--- config.mk ---
export PLATFORM = sky130hd
export DESIGN_NAME = udq_cell
export DESIGN_NICKNAME = d
export VERILOG_FILES = /design/src/hw/rtl/udq_pkg.sv /design/src/hw/rtl/udq_cell.sv
export SDC_FILE = /design/constraint.sdc
export NUM_CORES = 1
export LEC_CHECK = 0
export BUFFER_PORTS_ARGS = -buffer_cell sky130_fd_sc_hd__clkbuf_2
export CAP_MARGIN = 20
export CORE_AREA = 2 2 218 220
export CTS_BUF_LIST = sky130_fd_sc_hd__clkbuf_4 sky130_fd_sc_hd__clkbuf_8
export DETAILED_ROUTE_END_ITERATION = 12
export DIE_AREA = 0 0 220 222
export PLACE_DENSITY = 0.53
export SYNTH_ARGS = -nofsm -noshare
export SYNTH_HDL_FRONTEND = slang
export SYNTH_SLANG_ARGS = --single-unit
export TNS_END_PERCENT = 50
--- constraint.sdc ---
create_clock -name clk -period 3 [get_ports clk]
set_input_delay 0.15 -clock clk [delete_from_list [all_inputs] [get_ports clk]]
set_output_delay 0.15 -clock clk [all_outputs]
set_load 0.01 [all_outputs]
--- src/hw/rtl/udq_pkg.sv ---
// ----------------------------------------------------------------------------
// udq_pkg
// Shared constants, codes and the beat record that walks the cell chain.
// ----------------------------------------------------------------------------
`default_nettype none

package udq_pkg;

	localparam int ENDPOINTS   = 16;
	localparam int QUEUE_DEPTH = 8;
	localparam int IFACES      = 16;

	localparam int SLOT_W  = 4;
	localparam int IFACE_W = 5;
	localparam int QCNT_W  = 4;
	localparam int LEN_W   = 16;

	localparam logic [IFACE_W-1:0] IFACE_ANY   = IFACE_W'(16);
	localparam logic [LEN_W-1:0]   MAXLEN_RST  = LEN_W'(1472);

	typedef enum logic [1:0] {
		CMD_WRITE    = 2'd0,
		CMD_CLASSIFY = 2'd1,
		CMD_CONSUME  = 2'd2,
		CMD_NONE     = 2'd3
	} udq_cmd_t;

	typedef enum logic [2:0] {
		ST_QUEUED   = 3'd0,
		ST_FULL     = 3'd1,
		ST_TOOLONG  = 3'd2,
		ST_NOMATCH  = 3'd3,
		ST_WRITTEN  = 3'd4,
		ST_CONSUMED = 3'd5,
		ST_EMPTY    = 3'd6
	} udq_status_t;

	typedef struct packed {
		udq_cmd_t            cmd;
		logic [SLOT_W-1:0]   slot;
		logic                entry_valid;
		logic [31:0]         host_ip;
		logic [15:0]         host_port;
		logic [31:0]         remote_ip;
		logic [15:0]         remote_port;
		logic [IFACE_W-1:0]  iface_index;
		logic [LEN_W-1:0]    length;
		logic                done;
		udq_status_t         status;
		logic [SLOT_W-1:0]   matched_slot;
		logic [QCNT_W-1:0]   queued_count;
		logic [31:0]         drop_count;
	} udq_beat_t;

endpackage

`default_nettype wire

--- src/hw/rtl/udq_cell.sv ---
// ----------------------------------------------------------------------------
// udq_cell
// One endpoint entry. Checks the passing beat against its entry, applies
// write, classify or consume when it owns the beat, and hands it on.
// ----------------------------------------------------------------------------
`default_nettype none

module udq_cell import udq_pkg::*; (
	input  wire logic              clk,
	input  wire logic              arst_n,
	input  wire logic [SLOT_W-1:0] idx,
	input  wire logic              adv,
	input  wire logic [LEN_W-1:0]  max_len,
	input  wire logic              vld_i,
	input  wire udq_beat_t         beat_i,
	output logic                   vld_o,
	output udq_beat_t              beat_o
);

	logic               valid_q;
	logic [31:0]        lip_q;
	logic [15:0]        lport_q;
	logic [IFACE_W-1:0] iface_q;
	logic [31:0]        rip_q;
	logic [15:0]        rport_q;
	logic [QCNT_W-1:0]  qcnt_q;
	logic [31:0]        drops_q;

	logic               arr_real;
	logic               hit;
	logic               own;
	logic               upd;
	udq_beat_t          beat_n;
	logic [QCNT_W-1:0]  qcnt_n;
	logic [31:0]        drops_n;

	always_comb begin
		arr_real = (int'(beat_i.iface_index) < IFACES) && (beat_i.iface_index != IFACE_ANY);
		hit = valid_q && (lport_q != '0) && (lport_q == beat_i.host_port)
			&& ((lip_q == '0) || (lip_q == beat_i.host_ip))
			&& ((iface_q == IFACE_ANY) || (arr_real && (iface_q == beat_i.iface_index)))
			&& ((rip_q == '0) || (rip_q == beat_i.remote_ip))
			&& ((rport_q == '0) || (rport_q == beat_i.remote_port));
		own     = 1'b0;
		beat_n  = beat_i;
		qcnt_n  = qcnt_q;
		drops_n = drops_q;
		if (!beat_i.done) begin
			case (beat_i.cmd)
				CMD_CLASSIFY: begin
					own = hit;
					if (int'(qcnt_q) >= QUEUE_DEPTH) begin
						drops_n       = drops_q + 32'd1;
						beat_n.status = ST_FULL;
					end else if (beat_i.length > max_len) begin
						drops_n       = drops_q + 32'd1;
						beat_n.status = ST_TOOLONG;
					end else begin
						qcnt_n        = qcnt_q + QCNT_W'(1);
						beat_n.status = ST_QUEUED;
					end
				end
				CMD_WRITE: begin
					own           = (beat_i.slot == idx);
					qcnt_n        = '0;
					drops_n       = '0;
					beat_n.status = ST_WRITTEN;
				end
				CMD_CONSUME: begin
					own = (beat_i.slot == idx);
					if (!valid_q || (qcnt_q == '0)) begin
						beat_n.status = ST_EMPTY;
					end else begin
						qcnt_n        = qcnt_q - QCNT_W'(1);
						beat_n.status = ST_CONSUMED;
					end
				end
				default: begin
					own = 1'b0;
				end
			endcase
		end
		beat_n.done         = beat_i.done || own;
		beat_n.matched_slot = own ? idx : beat_i.matched_slot;
		beat_n.queued_count = own ? qcnt_n : beat_i.queued_count;
		beat_n.drop_count   = own ? drops_n : beat_i.drop_count;
		if (!own) begin
			beat_n.status = beat_i.status;
		end
		upd = adv && vld_i && own;
	end

	always_ff @(posedge clk or negedge arst_n) begin
		if (!arst_n) begin
			valid_q <= 1'b0;
			lip_q   <= '0;
			lport_q <= '0;
			iface_q <= IFACE_ANY;
			rip_q   <= '0;
			rport_q <= '0;
			qcnt_q  <= '0;
			drops_q <= '0;
		end else if (upd) begin
			qcnt_q  <= qcnt_n;
			drops_q <= drops_n;
			if (beat_i.cmd == CMD_WRITE) begin
				valid_q <= beat_i.entry_valid;
				lip_q   <= beat_i.host_ip;
				lport_q <= beat_i.host_port;
				iface_q <= beat_i.iface_index;
				rip_q   <= beat_i.remote_ip;
				rport_q <= beat_i.remote_port;
			end
		end
	end

	always_ff @(posedge clk or negedge arst_n) begin
		if (!arst_n) begin
			vld_o <= 1'b0;
		end else if (adv) begin
			vld_o <= vld_i;
		end
	end

	always_ff @(posedge clk) begin
		if (adv) begin
			beat_o <= beat_n;
		end
	end

endmodule

`default_nettype wire

==> reports/summary.txt, run 1 <==
Layout Skew = 30.9 ps
CP Class = reg2reg
Register Area = 8520 um2
initial antenna violation count = 1
max-slew violation count = 0
drt pass-1 iters = 7
first-pass GRT wire length = 62.1 mm
register area share after synthesis = 0.616
Placement Setup Slack = -336 ps
Global Route Usage Sum = 0.164
Critical Path, Cell by Cell = xor2_1 > nor4_1 > buf_4 > nand4_1 > a2111oi_4 > o221ai_2 > a211o_1 > nor3_4 > buf_6 > clkbuf_16 > mux2_4
Top FF cell, synth = edfxtp_1
Root Buffer = clkbuf_8
vias in the first global route = 11,200
GRT busiest layer = met2
synth cell count leaders = 168 x edfxtp_1, 138 x dfrtp_1, 117 x xor2_1, 80 x mux2_1, 57 x inv_1
RSZ-0062 raised after global routing = yes
final core utilization = 0.439
mux cell area share after synthesis = 0.0969
FFs w/ async S/R, synth = 0.453
CTS tree = yes
post-route ant nets = 0
Power Density = 507 nW/um2
CTS buffer count = 54
Static Leak = 9.21 nW
slack of the critical path = -120 ps
Synth Area in Compound Gates = 0.0850
gpl congestion = 0.793
Final nets = 1,889
CP max stage delay = 390 ps
Max IR drop VDD = 0.000287 V
Tot Pwr = 0.0103 W
number of synthesis warnings = 0
# DRC = 0
r2r startpoint = lport_q[9]
Chip Width = 220 um
Buf+Inv Stages, Crit Path = 3
Worst R2R Setup Slack = -120 ps
XOR/XNOR Fraction of Synth Area = 0.0772
number of port buffers = 360
crit path DAT = 3630 ps
CP Launch Type = flop
Starting Density = 0.299
H-tree depth = 2
Detail Placement HPWL = 28.5 mm
worst-path fanout max = 7
clock sink total = 307
outcome = finished with violations
largest net degree at the start of global routing = 97
via count = 10,900
# setup viols final = 100
GRT met2 Usage = 0.286
Hold WC Path Type = in2async
Req. time, crit path = 3510 ps
synth top area cells = edfxtp_1 36%, dfrtp_1 25%, xor2_1 7.4%, mux2_1 6.5%, mux2_2 3.2%
Syn Std Cell Area = 13,800 um2
top-count cell post-synth = edfxtp_1
area of the multi-input gates = 5210 um2
DIE AREA = 48,800 um2
maximum capacitance violations = 0
CTS max path bufs = 3
total congestion overflow = 0
Non-Filler Instances = 2,332
failing checks = setup timing
CP endpoint kind = flop
reg2reg end = lport_q[2]
Rel. slew slack = 0.338
largest family of logic cells by synthesized area = multiplexers
setup TNS = -8020 ps
clock latency at the later pin of the worst-skew pair = 640 ps
Placed Cells = 2,048
maximum clock frequency = 321 MHz
via/cell ratio = 4.65
routed len/inst = 17.7 um
Die Height = 222 um
Synth Register Bits = 307
fin crit period = 3120 ps
met1 Use GR = 0.200
area grow syn2layout = 46.8%
clock slew seen by the registers of the worst setup and hold paths = 60 ps
drt total wl = 41.3 mm
total I/O pin count = 361
post-synth top area share = 0.365
syn nets = 1,255
cell family with most CP delay = compound AO/OA/AOI/OAI gates
Post-Syn Instances = 1,044
Final period util = 1.04
Worst Max-Slew Pin Slew = 993 ps
CP max-delay cell = dfrtp_1
fraction of layout cells with a size suffix above 1 = 0.381
Final Hold Viols = 0
Post-synth EDFFs = 168
post-synthesis adder-cell area fraction = 0.0172
routing usage on met3 = 0.0373
Synth Area per Inst = 13.3 um2
Simple-Gate Fraction of Synth Area = 0.0731
FP Rows = 79
Register-to-Register Path Depth = 11
library cells used by synthesis = 52
DRT iter0 DRCs = 626
cell taking the most area after synthesis = edfxtp_1
CORE AREA = 46,300 um2
fill cell count = 4,275
[what timing repair did]
action,4_1_cts,5_1_grt
endpoints found under the setup margin,177,179
cloned,1,2
buffers inserted,1,1
pin swaps,3,5
hold buffers,176,0
endpoints found under the hold margin,343,0
resized for setup,47,51
[state kept, by name, indices dropped and copies added, names as in the netlist]
name and flops:
drops_q 32, rip_q 32, iface_q 5, lip_q 32
vld_o 1, lport_q 16, valid_q 1, beat_o 168
qcnt_q 4, rport_q 16
[worst max path at each step]
| stage | end | cells after the start | slack (ps) | start |
|---|---|---|---|---|
| 2_1_floorplan | iface_q[0] | 11 | 20 | lport_q[10] |
| 3_3_place_gp | lip_q[8] | 11 | -190 | lport_q[9] |
| 3_5_place_dp | lip_q[13] | 10 | -340 | lport_q[10] |
| 4_1_cts | rip_q[3] | 11 | -140 | lport_q[9] |
| 5_1_grt | rip_q[24] | 11 | -300 | lport_q[8] |
| 6_report | lport_q[2] | 11 | -120 | lport_q[9] |
[final cells by class]
type,instances,area share
inverter,57,0.0105
clock inverter,24,0.0109
clock buffer,78,0.0467
sequential,307,0.420
multi-input combinational,637,0.256
tap,607,0.0374
antenna,1,0.000123
timing repair buffer,621,0.218
[logic make-up (layout without fill, tap and decap cells)]
logic type	after synthesis	count (layout)
flip-flops	307	307
AO/OA/AOI/OAI	191	191
AND/OR/NAND/NOR	186	186
XOR/XNOR	122	122
multiplexers	119	119
buffers and inverters	100	780
adder cells (fa/ha/maj)	19	19
other	0	1
[cell usage in the layout (no fill, tap or decap), types with 8 or more instances in the layout]
master	count
or3_1	8
dfrtp_1	138
xor2_1	117
clkinv_2	8
clkinv_1	9
clkbuf_4	20
o31ai_1	24
nor2_1	15
o21ai_1	8
clkbuf_8	58
inv_1	57
o22ai_1	24
a21oi_1	35
ha_1	19
nand4_1	22
o21ai_0	49
clkbuf_2	358
mux2_2	33
nor4_1	48
mux2_4	67
a31oi_1	14
buf_12	12
mux2_1	19
nand3_1	23
nand2_1	32
dlygate4sd3_1	176
and3_1	9
edfxtp_1	168
buf_4	66
[through the flow]
| stage | hold slack (ps) | cell area, um2 |
|---|---|---|
| global route | 107 | 20300 |
| detailed placement | 235 | 16900 |
| finish | 111 | 20300 |
| floorplan | -146 | 13800 |
| CTS | 78.8 | 20100 |
| global placement | 235 | 16900 |
[where the power goes]
group | switching [W] | internal, W | total (W)
Sequential | 0.000118 | 0.00474 | 0.00485
Clock | 0.00184 | 0.00232 | 0.00415
Combinational | 0.000658 | 0.000634 | 0.00129
[metal layers]
metal	vias to the layer above	wire, um
met1	5256	17500
met2	329	20500
met4	0	1010
met3	73	2350
met5	-	0
li1	5196	-
(Power assumes the default switching activity.)
==> inputs of run 2 (changes only) <==
Settings changed: GPL_TIMING_DRIVEN from default to 0.
==> reports/summary.txt, run 2 (synthesis results as in run 1) <==
reg2reg end = rip_q[15] (was lport_q[2])
Rel. slew slack = 0.360 (was 0.338)
Req. time, crit path = 3530 ps (was 3510 ps)
DIE AREA = 48,800 um2 (unchanged)
Power Density = 507 nW/um2 (about the same)
worst-path fanout max = 8 (was 7)
Worst R2R Setup Slack = -260 ps (was -120 ps)
total I/O pin count = 361 (unchanged)
routed len/inst = 18.7 um (was 17.7 um)
vias in the first global route = 11,500 (was 11,200)
maximum clock frequency = 307 MHz (was 321 MHz)
CTS buffer count = 56 (was 54)
H-tree depth = 2 (unchanged)
crit path DAT = 3780 ps (was 3630 ps)
final core utilization = 0.445 (was 0.439)
area grow syn2layout = 48.9% (was 46.8%)
Hold WC Path Type = in2async (unchanged)
gpl congestion = 0.828 (was 0.793)
clock latency at the later pin of the worst-skew pair = 640 ps (about the same)
max-slew violation count = 0 (unchanged)
setup TNS = -22,230 ps (was -8020 ps)
Largest Register = beat_o (unchanged)
CP Class = reg2reg (unchanged)
number of port buffers = 360 (unchanged)
Worst Max-Slew Pin Slew = 951 ps (was 993 ps)
fin crit period = 3260 ps (was 3120 ps)
Non-Filler Instances = 2,319 (was 2,332)
clock slew seen by the registers of the worst setup and hold paths = 60 ps (about the same)
# setup viols final = 111 (was 100)
CTS max path bufs = 3 (unchanged)
Root Buffer = clkbuf_8 (unchanged)
CORE AREA = 46,300 um2 (unchanged)
CP endpoint kind = flop (unchanged)
Layout Skew = 36.5 ps (was 30.9 ps)
Largest register FFs = 168 (unchanged)
Global Route Usage Sum = 0.172 (was 0.164)
r2r startpoint = rport_q[1] (was lport_q[9])
total congestion overflow = 0 (unchanged)
outcome = finished with violations (unchanged)
# DRC = 0 (unchanged)
clock sink total = 307 (unchanged)
via count = 11,000 (was 10,900)
Placed Cells = 2,013 (was 2,048)
via/cell ratio = 4.74 (was 4.65)
RSZ-0062 raised after global routing = yes (unchanged)
Max IR drop VDD = 0.000401 V (was 0.000287 V)
Final Hold Viols = 0 (unchanged)
Die Height = 222 um (unchanged)
CP Launch Type = flop (unchanged)
Static Leak = 9.21 nW (about the same)
first-pass GRT wire length = 64.7 mm (was 62.1 mm)
Register-to-Register Path Depth = 12 (was 11)
Chip Width = 220 um (unchanged)
fraction of layout cells with a size suffix above 1 = 0.380 (was 0.381)
most common cell after layout, fill and taps aside = clkbuf_2 (unchanged)
ANT cells = 0 (was 1)
drt pass-1 iters = 7 (unchanged)
most frequent cells in the layout = 358 x clkbuf_2, 174 x dlygate4sd3_1, 168 x edfxtp_1 (was 358 x clkbuf_2, 176 x dlygate4sd3_1, 168 x edfxtp_1)
failing checks = setup timing (unchanged)
Final period util = 1.09 (was 1.04)
fill cell count = 4,323 (was 4,275)
Starting Density = 0.299 (unchanged)
maximum capacitance violations = 0 (unchanged)
largest net degree at the start of global routing = 91 (was 97)
FP Rows = 79 (unchanged)
initial antenna violation count = 1 (unchanged)
post-route ant nets = 0 (unchanged)
slack of the critical path = -255 ps (was -120 ps)
DRT iter0 DRCs = 562 (was 626)
Final nets = 1,876 (was 1,889)
drt total wl = 43.5 mm (was 41.3 mm)
CTS tree = yes (unchanged)
Detail Placement HPWL = 29.1 mm (was 28.5 mm)
-- run 2: power breakdown --
group          total (W)  switching [W]  internal, W
sequential       0.00485       0.000118      0.00474
combinational    0.00127       0.000665     0.000608
clock            0.00432        0.00186      0.00246
-- run 2: per-layer routing --
layer,up-vias,share of wire,track usage
li1,5161,-,-
met1,5389,0.42,0.208
met2,363,0.50,0.302
met3,75,0.059,0.0383
met4,2,0.023,0.0574
met5,-,0.00030,0
-- run 2: worst max-delay path, cell delays in order (launching register included) --
cell	delay (ps)
dfrtp_1	410
xor2_1	180
nor4_2	300
nand4_1	240
a2111oi_4	420
o221ai_4	190
a211o_1	380
nor3_4	160
buf_12	140
buf_12	110
buf_16	150
clkbuf_16	160
mux2_4	290
-- run 2: through the flow --
| step | power (W) | instance area, um2 | setup WS, ps | hold slack (ps) |
|---|---|---|---|---|
| detailed placement | 0.00594 | 16500 | -1490 | 209 |
| finish | 0.0104 | 20600 | -255 | 105 |
| global placement | 0.00593 | 16400 | -3110 | 347 |
| CTS | 0.0106 | 20300 | -410 | 65.8 |
| floorplan | 0.00532 | 13800 | 22.0 | -146 |
| global route | 0.0109 | 20600 | -422 | 127 |
-- run 2: worst max-delay path by stage --
stage | from | to | slack (ps) | cells past startpoint
2_1_floorplan | lport_q[10] | iface_q[0] | 20 | 11
3_3_place_gp | adv | rip_q[12] | -3110 | 8
3_5_place_dp | beat_i[166] | beat_o[0] | -1490 | 10
4_1_cts | rport_q[15] | lip_q[22] | -410 | 13
5_1_grt | rport_q[9] | lport_q[7] | -420 | 12
6_report | rport_q[1] | rip_q[15] | -260 | 12
-- run 2: cell type report --
class | instances | area [um2] | share of cell area
multi-input cells | 637 | 5340 | 0.259
well taps | 607 | 759 | 0.0369
plain buffers | 41 | 449 | 0.0218
flip-flops and latches | 307 | 8520 | 0.414
inverters | 57 | 214 | 0.0104
clock inverters | 29 | 262 | 0.0127
repair buffers | 565 | 4100 | 0.199
clock buffers | 76 | 965 | 0.0468
-- run 2: timing repair --
| action | CTS | global route |
|---|---|---|
| hold buffers | 174 | 0 |
| pin swaps | 8 | 14 |
| cloned | 6 | 7 |
| gates resized for setup | 139 | 54 |
| buffers inserted | 15 | 1 |
| endpoints found under the setup margin | 180 | 180 |
| endpoints found under the hold margin | 362 | 0 |
